===== src/design/dlm_pkg.sv =====
package dlm_pkg;

  // Fixed widths of the transaction fields
  localparam int unsigned IDX_W       = 3;
  localparam int unsigned VALUE_W     = 16;
  localparam int unsigned DIM_W       = 4;
  localparam int unsigned CFG_IDX_W   = 3;
  localparam int unsigned CFG_DATA_W  = 4;
  localparam int unsigned FRAC_BITS   = 8;

  // Defaults for the top-level parameters
  localparam int unsigned DEF_MAX_DIM    = 8;
  localparam int unsigned DEF_DATA_WIDTH = 16;

  // Configuration register indexes
  localparam logic [CFG_IDX_W-1:0] CFG_ROWS_IN     = 3'd0;
  localparam logic [CFG_IDX_W-1:0] CFG_INNER_SIZE  = 3'd1;
  localparam logic [CFG_IDX_W-1:0] CFG_COLS_OUT    = 3'd2;
  localparam logic [CFG_IDX_W-1:0] CFG_ACT_MODE    = 3'd3;
  localparam logic [CFG_IDX_W-1:0] CFG_BIAS_ENABLE = 3'd4;

  typedef enum logic [1:0] {
    MODE_LOAD_X  = 2'd0,
    MODE_LOAD_W  = 2'd1,
    MODE_LOAD_B  = 2'd2,
    MODE_COMPUTE = 2'd3
  } mode_e;

  typedef enum logic [1:0] {
    ST_IDLE,
    ST_RUN,
    ST_DRAIN,
    ST_FIN
  } state_e;

  typedef struct packed {
    mode_e                     mode;
    logic [IDX_W-1:0]          row;
    logic [IDX_W-1:0]          col;
    logic signed [VALUE_W-1:0] value;
  } in_item_t;

  typedef struct packed {
    logic [IDX_W-1:0]          out_row;
    logic [IDX_W-1:0]          out_col;
    logic signed [VALUE_W-1:0] out_value;
    logic                      last;
  } out_item_t;

  // Datapath controls from the sequencer
  typedef struct packed {
    logic clear;     // zero the accumulator
    logic rd_valid;  // store read data is valid this cycle
    logic acc_en;    // product register is valid this cycle
    logic add_bias;  // add the bias entry when finishing
    logic relu;      // clamp negative results to zero
  } mac_ctrl_t;

  // Clamp a configured dimension into 1..maxd
  function automatic logic [DIM_W-1:0] dim_of(logic [DIM_W-1:0] v, logic [DIM_W-1:0] maxd);
    logic [DIM_W-1:0] r;
    if (v == '0) begin
      r = DIM_W'(1);
    end else if (v > maxd) begin
      r = maxd;
    end else begin
      r = v;
    end
    return r;
  endfunction

endpackage


===== src/design/dlm_ram.sv =====
module dlm_ram #(
  parameter int unsigned WIDTH  = 16,
  parameter int unsigned DEPTH  = 64,
  parameter int unsigned ADDR_W = (DEPTH > 1) ? $clog2(DEPTH) : 1
) (
  input  logic              clk_i,
  input  logic              we_i,
  input  logic [ADDR_W-1:0] waddr_i,
  input  logic [WIDTH-1:0]  wdata_i,
  input  logic              re_i,
  input  logic [ADDR_W-1:0] raddr_i,
  output logic [WIDTH-1:0]  rdata_o
);

  logic [WIDTH-1:0] mem_q [DEPTH];
  logic [WIDTH-1:0] rdata_q;

  // Write port
  always_ff @(posedge clk_i) begin
    if (we_i) begin
      mem_q[waddr_i] <= wdata_i;
    end
  end

  // Registered read, held while not enabled
  always_ff @(posedge clk_i) begin
    if (re_i) begin
      rdata_q <= mem_q[raddr_i];
    end
  end

  assign rdata_o = rdata_q;

endmodule


===== src/design/dlm_mac.sv =====
module dlm_mac import dlm_pkg::*; #(
  parameter int unsigned DATA_WIDTH = DEF_DATA_WIDTH
) (
  input  logic                         clk_i,
  input  logic                         rst_ni,
  input  mac_ctrl_t                    ctrl_i,
  input  logic signed [DATA_WIDTH-1:0] x_i,
  input  logic signed [DATA_WIDTH-1:0] w_i,
  input  logic signed [DATA_WIDTH-1:0] b_i,
  output logic signed [VALUE_W-1:0]    result_o
);

  localparam int unsigned PROD_W = 2 * DATA_WIDTH;
  localparam int unsigned ACC_W  = PROD_W + 4;

  logic signed [PROD_W-1:0]     prod_q, prod_d;
  logic signed [ACC_W-1:0]      acc_q, acc_d;
  logic signed [ACC_W-1:0]      sum;
  logic signed [ACC_W-1:0]      rounded;
  logic signed [ACC_W-1:0]      sat_hi;
  logic signed [ACC_W-1:0]      sat_lo;
  logic signed [DATA_WIDTH-1:0] sat;
  logic signed [DATA_WIDTH-1:0] act;
  logic signed [31:0]           act_ext;

  // Multiply the two store words
  always_comb begin
    prod_d = prod_q;
    if (ctrl_i.rd_valid) begin
      prod_d = x_i * w_i;
    end
  end

  always_ff @(posedge clk_i) begin
    prod_q <= prod_d;
  end

  // Accumulate products of one result element
  always_comb begin
    acc_d = acc_q;
    if (ctrl_i.clear) begin
      acc_d = '0;
    end else if (ctrl_i.acc_en) begin
      acc_d = acc_q + ACC_W'(prod_q);
    end
  end

  always_ff @(posedge clk_i or negedge rst_ni) begin
    if (!rst_ni) begin
      acc_q <= '0;
    end else begin
      acc_q <= acc_d;
    end
  end

  // Add bias, round to Q8.8, saturate, apply activation
  always_comb begin
    sum = acc_q;
    if (ctrl_i.add_bias) begin
      sum = acc_q + (ACC_W'(b_i) <<< FRAC_BITS);
    end
    rounded = (sum + ACC_W'(1 << (FRAC_BITS - 1))) >>> FRAC_BITS;
    sat_hi  = ACC_W'({1'b0, {(DATA_WIDTH-1){1'b1}}});
    sat_lo  = -sat_hi - ACC_W'(1);
    if (rounded > sat_hi) begin
      sat = sat_hi[DATA_WIDTH-1:0];
    end else if (rounded < sat_lo) begin
      sat = sat_lo[DATA_WIDTH-1:0];
    end else begin
      sat = rounded[DATA_WIDTH-1:0];
    end
    act = sat;
    if (ctrl_i.relu && sat[DATA_WIDTH-1]) begin
      act = '0;
    end
    act_ext  = 32'(act);
    result_o = act_ext[VALUE_W-1:0];
  end

endmodule


===== src/design/dense_layer_matmul_bias_relu.sv =====
// Dense layer: result = act(X * W + b) in signed Q8.8.
//
// Input channel (in_valid_i / in_stall_o / in_data_i) carries one
// transaction per item. Load items (mode 0, 1, 2) write one element of the
// input matrix, the weight matrix or the bias row.
// A compute item emits rows_in x cols_out result transactions on the output
// channel (out_valid_o / out_stall_i / out_data_o), row by row, with last
// set on the final element.
// For each result element the sequencer reads one input and one weight
// word per cycle through the single read port of each store into the one
// multiplier, drains the read, product and accumulator registers, then
// rounds the result and loads the output register. The input stalls for
// the run.
// A stalled receiver holds the output register; the sequencer waits in
// its finishing step until that register frees up. After the last element
// is loaded new items are accepted while it still waits.
// Reset restores the configuration registers and empties the output
// register; the stores are undefined until written.
module dense_layer_matmul_bias_relu import dlm_pkg::*; #(
  parameter int unsigned MAX_DIM    = DEF_MAX_DIM,
  parameter int unsigned DATA_WIDTH = DEF_DATA_WIDTH
) (
  input  logic                  clk_i,
  input  logic                  rst_ni,
  input  logic                  in_valid_i,
  output logic                  in_stall_o,
  input  in_item_t              in_data_i,
  output logic                  out_valid_o,
  input  logic                  out_stall_i,
  output out_item_t             out_data_o,
  input  logic                  cfg_we_i,
  input  logic [CFG_IDX_W-1:0]  cfg_idx_i,
  input  logic [CFG_DATA_W-1:0] cfg_wdata_i
);

  localparam int unsigned DEPTH  = MAX_DIM * MAX_DIM;
  localparam int unsigned ADDR_W = (DEPTH > 1) ? $clog2(DEPTH) : 1;
  localparam int unsigned BADR_W = (MAX_DIM > 1) ? $clog2(MAX_DIM) : 1;
  localparam int unsigned FULL_W = 2 * IDX_W + 1;

  // Configuration registers
  logic [DIM_W-1:0] rows_in_q, inner_size_q, cols_out_q;
  logic             act_mode_q, bias_enable_q;

  always_ff @(posedge clk_i or negedge rst_ni) begin
    if (!rst_ni) begin
      rows_in_q     <= DIM_W'(8);
      inner_size_q  <= DIM_W'(8);
      cols_out_q    <= DIM_W'(8);
      act_mode_q    <= 1'b0;
      bias_enable_q <= 1'b1;
    end else if (cfg_we_i) begin
      unique case (cfg_idx_i)
        CFG_ROWS_IN:     rows_in_q     <= cfg_wdata_i;
        CFG_INNER_SIZE:  inner_size_q  <= cfg_wdata_i;
        CFG_COLS_OUT:    cols_out_q    <= cfg_wdata_i;
        CFG_ACT_MODE:    act_mode_q    <= cfg_wdata_i[0];
        CFG_BIAS_ENABLE: bias_enable_q <= cfg_wdata_i[0];
        default: ;
      endcase
    end
  end

  logic [DIM_W-1:0] nr, nk, nc;
  assign nr = dim_of(rows_in_q, DIM_W'(MAX_DIM));
  assign nk = dim_of(inner_size_q, DIM_W'(MAX_DIM));
  assign nc = dim_of(cols_out_q, DIM_W'(MAX_DIM));

  // Sequencer state
  state_e           state_q, state_d;
  logic [IDX_W-1:0] i_q, j_q, k_q;
  logic             rd_v_q, pr_v_q;
  out_item_t        out_q;
  logic             out_valid_q;

  logic in_acc, start, issue, out_load;
  logic k_last, i_last, j_last, el_last;

  assign in_acc  = in_valid_i && !in_stall_o;
  assign k_last  = (DIM_W'(k_q) == nk - DIM_W'(1));
  assign i_last  = (DIM_W'(i_q) == nr - DIM_W'(1));
  assign j_last  = (DIM_W'(j_q) == nc - DIM_W'(1));
  assign el_last = i_last && j_last;

  // Next state
  always_comb begin
    state_d = state_q;
    unique case (state_q)
      ST_IDLE: begin
        if (start) state_d = ST_RUN;
      end
      ST_RUN: begin
        if (k_last) state_d = ST_DRAIN;
      end
      ST_DRAIN: begin
        if (!rd_v_q && !pr_v_q) state_d = ST_FIN;
      end
      ST_FIN: begin
        if (out_load) state_d = el_last ? ST_IDLE : ST_RUN;
      end
      default: state_d = ST_IDLE;
    endcase
  end

  // Sequencer outputs
  always_comb begin
    in_stall_o = 1'b1;
    issue      = 1'b0;
    out_load   = 1'b0;
    unique case (state_q)
      ST_IDLE:  in_stall_o = 1'b0;
      ST_RUN:   issue      = 1'b1;
      ST_DRAIN: ;
      ST_FIN:   out_load   = !out_valid_q || !out_stall_i;
      default: ;
    endcase
  end

  assign start = in_acc && (in_data_i.mode == MODE_COMPUTE);

  always_ff @(posedge clk_i or negedge rst_ni) begin
    if (!rst_ni) begin
      state_q <= ST_IDLE;
    end else begin
      state_q <= state_d;
    end
  end

  // Advance element and inner indexes
  always_ff @(posedge clk_i or negedge rst_ni) begin
    if (!rst_ni) begin
      i_q    <= '0;
      j_q    <= '0;
      k_q    <= '0;
      rd_v_q <= 1'b0;
      pr_v_q <= 1'b0;
    end else begin
      rd_v_q <= issue;
      pr_v_q <= rd_v_q;
      if (start) begin
        i_q <= '0;
        j_q <= '0;
        k_q <= '0;
      end else if (issue) begin
        k_q <= k_last ? '0 : k_q + IDX_W'(1);
      end else if (out_load && !el_last) begin
        if (j_last) begin
          j_q <= '0;
          i_q <= i_q + IDX_W'(1);
        end else begin
          j_q <= j_q + IDX_W'(1);
        end
      end
    end
  end

  // Load decode
  logic                  ld_ok, x_we, w_we, b_we;
  logic [FULL_W-1:0]     ld_full;
  logic [ADDR_W-1:0]     ld_addr;
  logic signed [31:0]    ld_ext;
  logic [DATA_WIDTH-1:0] ld_data;

  assign ld_ok   = (DIM_W'(in_data_i.row) < DIM_W'(MAX_DIM))
                && (DIM_W'(in_data_i.col) < DIM_W'(MAX_DIM));
  assign x_we    = in_acc && (in_data_i.mode == MODE_LOAD_X) && ld_ok;
  assign w_we    = in_acc && (in_data_i.mode == MODE_LOAD_W) && ld_ok;
  assign b_we    = in_acc && (in_data_i.mode == MODE_LOAD_B)
                && (DIM_W'(in_data_i.col) < DIM_W'(MAX_DIM));
  assign ld_full = FULL_W'(in_data_i.row) * FULL_W'(MAX_DIM) + FULL_W'(in_data_i.col);
  assign ld_addr = ld_full[ADDR_W-1:0];
  assign ld_ext  = 32'(in_data_i.value);
  assign ld_data = ld_ext[DATA_WIDTH-1:0];

  // Read addresses for the current product
  logic [FULL_W-1:0] x_full, w_full;
  logic [ADDR_W-1:0] x_raddr, w_raddr;
  logic [BADR_W-1:0] b_raddr;

  assign x_full  = FULL_W'(i_q) * FULL_W'(MAX_DIM) + FULL_W'(k_q);
  assign w_full  = FULL_W'(k_q) * FULL_W'(MAX_DIM) + FULL_W'(j_q);
  assign x_raddr = x_full[ADDR_W-1:0];
  assign w_raddr = w_full[ADDR_W-1:0];
  assign b_raddr = j_q[BADR_W-1:0];

  logic [DATA_WIDTH-1:0] x_rdata, w_rdata, b_rdata;

  dlm_ram #(.WIDTH(DATA_WIDTH), .DEPTH(DEPTH), .ADDR_W(ADDR_W)) u_x_ram (
    .clk_i   (clk_i),
    .we_i    (x_we),
    .waddr_i (ld_addr),
    .wdata_i (ld_data),
    .re_i    (issue),
    .raddr_i (x_raddr),
    .rdata_o (x_rdata)
  );

  dlm_ram #(.WIDTH(DATA_WIDTH), .DEPTH(DEPTH), .ADDR_W(ADDR_W)) u_w_ram (
    .clk_i   (clk_i),
    .we_i    (w_we),
    .waddr_i (ld_addr),
    .wdata_i (ld_data),
    .re_i    (issue),
    .raddr_i (w_raddr),
    .rdata_o (w_rdata)
  );

  dlm_ram #(.WIDTH(DATA_WIDTH), .DEPTH(MAX_DIM), .ADDR_W(BADR_W)) u_b_ram (
    .clk_i   (clk_i),
    .we_i    (b_we),
    .waddr_i (in_data_i.col[BADR_W-1:0]),
    .wdata_i (ld_data),
    .re_i    (issue && (k_q == '0)),
    .raddr_i (b_raddr),
    .rdata_o (b_rdata)
  );

  // Multiply-accumulate datapath
  mac_ctrl_t                 mac_ctrl;
  logic signed [VALUE_W-1:0] mac_result;

  assign mac_ctrl.clear    = start || (out_load && !el_last);
  assign mac_ctrl.rd_valid = rd_v_q;
  assign mac_ctrl.acc_en   = pr_v_q;
  assign mac_ctrl.add_bias = bias_enable_q;
  assign mac_ctrl.relu     = act_mode_q;

  dlm_mac #(.DATA_WIDTH(DATA_WIDTH)) u_mac (
    .clk_i    (clk_i),
    .rst_ni   (rst_ni),
    .ctrl_i   (mac_ctrl),
    .x_i      (signed'(x_rdata)),
    .w_i      (signed'(w_rdata)),
    .b_i      (signed'(b_rdata)),
    .result_o (mac_result)
  );

  // Output register: load on finish, drop on transaction
  always_ff @(posedge clk_i or negedge rst_ni) begin
    if (!rst_ni) begin
      out_valid_q <= 1'b0;
    end else if (out_load) begin
      out_valid_q <= 1'b1;
    end else if (!out_stall_i) begin
      out_valid_q <= 1'b0;
    end
  end

  always_ff @(posedge clk_i) begin
    if (out_load) begin
      out_q.out_row   <= i_q;
      out_q.out_col   <= j_q;
      out_q.out_value <= mac_result;
      out_q.last      <= el_last;
    end
  end

  assign out_valid_o = out_valid_q;
  assign out_data_o  = out_q;

  // Reads stay inside the configured inner dimension
  a_k_range: assert property (@(posedge clk_i) disable iff (!rst_ni)
    issue |-> (DIM_W'(k_q) < nk))
    else $error("inner index beyond inner_size");

  // Finishing only after the read and product registers drained
  a_drained: assert property (@(posedge clk_i) disable iff (!rst_ni)
    (state_q == ST_FIN) |-> (!rd_v_q && !pr_v_q))
    else $error("finish step with products in flight");

  // Element indexes stay inside the result matrix during a run
  a_ij_range: assert property (@(posedge clk_i) disable iff (!rst_ni)
    (state_q == ST_RUN) |-> ((DIM_W'(i_q) < nr) && (DIM_W'(j_q) < nc)))
    else $error("element index beyond result matrix");

  // A loaded result with last set ends the run
  a_last_idle: assert property (@(posedge clk_i) disable iff (!rst_ni)
    (out_load && el_last) |=> (state_q == ST_IDLE))
    else $error("run continued after last element");

endmodule

===== config.mk =====
export PLATFORM = sky130hd
export DESIGN_NAME = dense_layer_matmul_bias_relu
export DESIGN_NICKNAME = d
export VERILOG_FILES = /design/src/design/dlm_pkg.sv /design/src/design/dlm_ram.sv /design/src/design/dlm_mac.sv /design/src/design/dense_layer_matmul_bias_relu.sv
export SDC_FILE = /design/constraint.sdc
export NUM_CORES = 2
export LEC_CHECK = 0
export BUFFER_PORTS_ARGS = -buffer_cell sky130_fd_sc_hd__buf_2
export CAP_MARGIN = 15
export CORE_MARGIN = 5
export CORE_UTILIZATION = 64
export DETAILED_ROUTE_END_ITERATION = 8
export PLACE_DENSITY = 0.8
export SLEW_MARGIN = 20
export SYNTH_ARGS = -nofsm -noshare
export SYNTH_HDL_FRONTEND = slang
export SYNTH_SLANG_ARGS = --single-unit

===== constraint.sdc =====
create_clock -name clk_i -period 8.5 [get_ports clk_i]
set_input_delay 0.425 -clock clk_i [delete_from_list [all_inputs] [get_ports clk_i]]
set_output_delay 0.425 -clock clk_i [all_outputs]
set_load 0.1 [all_outputs]

==> results.md <==
STA:
- The worst hold margin is 0.05287 ns.
- The number of hold-slack violations in the final timing report is 0.
- At the pin with the least slew margin, the transition time is 1.216 ns.
- The headroom to the max-slew limit is 18.93%.
- The minimum clock period after layout is 7.989 ns.
- Setup total negative slack on the finished layout was measured at 0 ns.
- The fmax is 125.2 MHz.
- The worst path uses 93.98% of the clock period.
- The final setup skew is 0.05346 ns.
- The max-slew violation total from the final report is 0.
- The count of final setup violators is 0.
- Setup repair after global routing left no endpoint under its margin.

Logic synthesis:
- The cell with the most instances after synthesis is sky130_fd_sc_hd__edfxtp_1.
- The post-synthesis cell count is 5,329.
- Sequential cells were found to cover 67.96% of the synthesized design area.
- Yosys mapped a number of flops with a built-in enable equal to 2,279.
- The synthesized design devotes to its leading area cell type 66.40% of total area.
- Summing every instance area after synthesis gives 0.1031 mm².
- The number of unique standard cell types used by synthesis is 94.
- The Yosys step of the flow raised 0 warnings.
- Counting flops and latches in the post-synthesis netlist gives 2,343.
- The number of nets in the synthesized netlist is 5,786.
- Of all flip-flops after synthesis, the portion carrying an async set or reset was 2.732%.
- In the synthesized netlist, the cells that appear most often are 2,279 x sky130_fd_sc_hd__edfxtp_1, 704 x sky130_fd_sc_hd__mux4_2, 342 x sky130_fd_sc_hd__inv_1.
- By area the synthesized netlist is led by sky130_fd_sc_hd__edfxtp_1 66%, sky130_fd_sc_hd__mux4_2 15%, sky130_fd_sc_hd__fa_1 5.1%.
- Each instance of the synthesized netlist takes up on average 19.34 µm².
- The synthesized design spends more area on one cell type than any other, namely sky130_fd_sc_hd__edfxtp_1.
- Among all flip-flop cells after synthesis, the most frequent one is sky130_fd_sc_hd__edfxtp_1.

CTS:
- The H-tree generated during clock tree synthesis spans 4 levels.
- The cell sitting at the root of the clock tree is a sky130_fd_sc_hd__clkbuf_16.
- The number of buffers inserted during clock tree synthesis is 217.
- The clock-pin slew reported for the worst setup and hold paths after clock tree synthesis is 0.07 ns.
- The clock drives 2,343 sinks.
- TritonCTS built the clock tree.
- The number of setup buffers added after CTS is 0.
- The clock latency on the worst-skew pair is 0.88 ns.
- No sink is reached through more buffers than the 3 on the longest clock path.

Global route:
- The number of antenna violations at the first check in global routing is 26.
- Entering global routing, the biggest net connects 163 pins.
- Across every metal layer, demand over resource in global routing totals 31.68%.
- The first global-routing pass estimated 386.5 mm of wire.
- The via count of the first global-routing pass is 55,680.
- The residual overflow from global routing is 0.

Route:
- In the routed design, unresolved DRC markers number 0.
- In the final routed layout, each cell accounts on average for 34.09 µm.
- The detailed router finished its first iteration with 8,806 violations.
- The detailed router placed 55,250 vias in this run.
- The final layout contains routed wiring with a total length of 270.4 mm.
- The detail route stage leaves a number of antenna-violating nets equal to 0.
- After detailed routing, the number of vias per cell comes to 6.965.
- The first-pass iteration count of the detailed router is 6.

Die:
- The die covers 0.1692 mm².
- For this configuration, the core starts out at a cell density of 64.26%.
- The vertical die dimension is 411.3 µm.
- The floorplan has 147 rows.
- From left edge to right edge, the die measures 411.3 µm.
- The area of the core is 0.1604 mm².
- For this design the top-level I/O count stands at 61.

Final layout:
- The layout cell share with drive strength beyond 1 is 23.79%.
- After the last flow step, the layout net total stands at 6,038.
- Once layout is complete, the utilization of the core stands at 71.15%.
- Counting the fill cells in the layout gives 8,978.
- The combined area of the multi-input logic cells is 0.03086 mm².
- The non-filler instance count after layout is 7,932.
- Across the whole layout, storage elements account for 0.07007 mm².
- The post-synthesis to final-layout area growth is 10.72%.

Critical path:
- The critical path required time is 9.10 ns.
- Data on the critical path arrives at its endpoint at 8.59 ns.
- The worst reg2reg path depth is 25.
- The worst-case register-to-register setup slack is 0.51 ns.
- The worst flop-to-flop path startpoint is u_x_ram.rdata_o[8].
- The kind of critical path is flip-flop to flip-flop.
- Along the worst path, the maximum fanout reaches 16.
- The worst setup path is launched from a flip-flop.
- The destination of the worst register-to-register timing path is u_mac.prod_q[30].
- The capturing element type of the critical path is a flip-flop.

Placed design:
- Buffers placed on the I/O ports in this run total 60.
- The detailed placer's ending HPWL is 145.1 mm.
- The placer's final routability congestion estimate is 0.8737.
- Including well taps, the total number of placed cells is 7,504.

Min path:
- The worst hold path begins at in_data_i[7].
- The worst hold-check path type is input port to flip-flop.
- The endpoint of the worst hold-timing path is u_x_ram.mem_q[52][7].
- The number of stages on the worst hold path is 1.

Job:
- Max-cap violations in this run came to 0.

Run status:
- The run finished with clean final reports.
[timing repair]
| item | CTS | global route |
|---|---|---|
| setup endpoints to repair | 0 | 0 |
| endpoints found under the hold margin | 76 | 0 |
| resized for setup | 0 | 0 |
| hold buffers | 12 | 0 |
[cells in the final DEF, fill, tap and decap left out, drive strengths merged, types with 78 or more instances in the layout]
cell    count
edfxtp   2279
mux4      704
inv       353
fa        264
clkbuf    263
nor2      262
buf       253
nand2     200
ha        157
and2      135
clkinv     98
a21oi      78
[per-stage QoR]
step                      setup WS (ns)  instance area, µm²
after CTS                        0.6204              113900
after global routing             0.1592              114100
after floorplan                   1.490              103100
after detailed placement         0.6090              106700
final                            0.5113              114100
after global placement           0.7879              106700
[cell type report]
cell class                      instances  area share [%]
Sequential cell                      2343           61.40
Multi-Input combinational cell       2411           27.04
Clock buffer                          263           4.975
Tap cell                             2160           2.368
Timing Repair Buffer                  265           1.827
Clock inverter                        138           1.234
Inverter                              343           1.130
Antenna cell                            9         0.01974
[cell families (layout without fill, tap and decap cells)]
group,after synthesis,after routing,synth area share [%]
xor gates and xnor gates,102,102,0.8668
DFF,2343,2343,67.96
buffers and inverters,575,1009,2.155
adders and majority gates,421,421,7.034
muxes,777,777,16.13
AOI/OAI and AO/OA,310,310,2.033
other,0,9,0
and+or+nand+nor,801,801,3.820
[worst max-delay path by stage]
stage | from | endpoint | slack [ns]
CTS | u_x_ram.rdata_o[8] | u_mac.prod_q[30] | 0.62
detailed placement | u_x_ram.rdata_o[8] | u_mac.prod_q[30] | 0.61
finish | u_x_ram.rdata_o[8] | u_mac.prod_q[30] | 0.51
global placement | u_x_ram.rdata_o[8] | u_mac.prod_q[30] | 0.79
floorplan | u_x_ram.rdata_o[11] | u_mac.prod_q[30] | 1.49
global route | u_x_ram.rdata_o[8] | u_mac.prod_q[30] | 0.16
[sequential cells by signal, indices dropped and copies added, names as in the netlist, 3 cells and up]
signal	count
u_w_ram.mem_q	1024
u_x_ram.mem_q	1024
u_b_ram.mem_q	128
u_mac.acc_q	36
u_mac.prod_q	32
out_data_o	23
u_b_ram.rdata_o	16
u_w_ram.rdata_o	16
u_x_ram.rdata_o	16
cols_out_q	4
inner_size_q	4
rows_in_q	4
b_raddr	3
i_q	3
k_q	3
[layer usage]
layer	global-route usage (%)	routed length (µm)	share of wire, %
met5	0	199	0.074
met1	44.47	94430	35
met4	11.84	13010	4.8
met3	7.599	31840	12
met2	49.66	130900	48
[critical path: stages (launching register included)]
cell,delay [ns]
sky130_fd_sc_hd__edfxtp_1,0.64
sky130_fd_sc_hd__and2_1,0.30
sky130_fd_sc_hd__fa_1,0.53
sky130_fd_sc_hd__inv_1,0.05
sky130_fd_sc_hd__fa_1,0.46
sky130_fd_sc_hd__fa_1,0.51
sky130_fd_sc_hd__inv_1,0.05
sky130_fd_sc_hd__fa_1,0.48
sky130_fd_sc_hd__fa_1,0.49
sky130_fd_sc_hd__inv_1,0.05
sky130_fd_sc_hd__fa_1,0.48
sky130_fd_sc_hd__inv_1,0.05
sky130_fd_sc_hd__ha_1,0.34
sky130_fd_sc_hd__a21o_1,0.20
sky130_fd_sc_hd__a21o_1,0.17
sky130_fd_sc_hd__a21o_1,0.18
sky130_fd_sc_hd__o21ai_0,0.15
sky130_fd_sc_hd__o21ai_0,0.20
sky130_fd_sc_hd__o21ai_0,0.33
sky130_fd_sc_hd__a21oi_1,0.15
sky130_fd_sc_hd__o41ai_1,0.55
sky130_fd_sc_hd__o21ai_0,0.32
sky130_fd_sc_hd__or4_1,0.47
sky130_fd_sc_hd__a31oi_1,0.28
sky130_fd_sc_hd__o21ai_0,0.15
sky130_fd_sc_hd__xor2_1,0.17
Power is not shown: default switching activity piles up to over one toggle a cycle in this logic, so the estimate is an artifact.
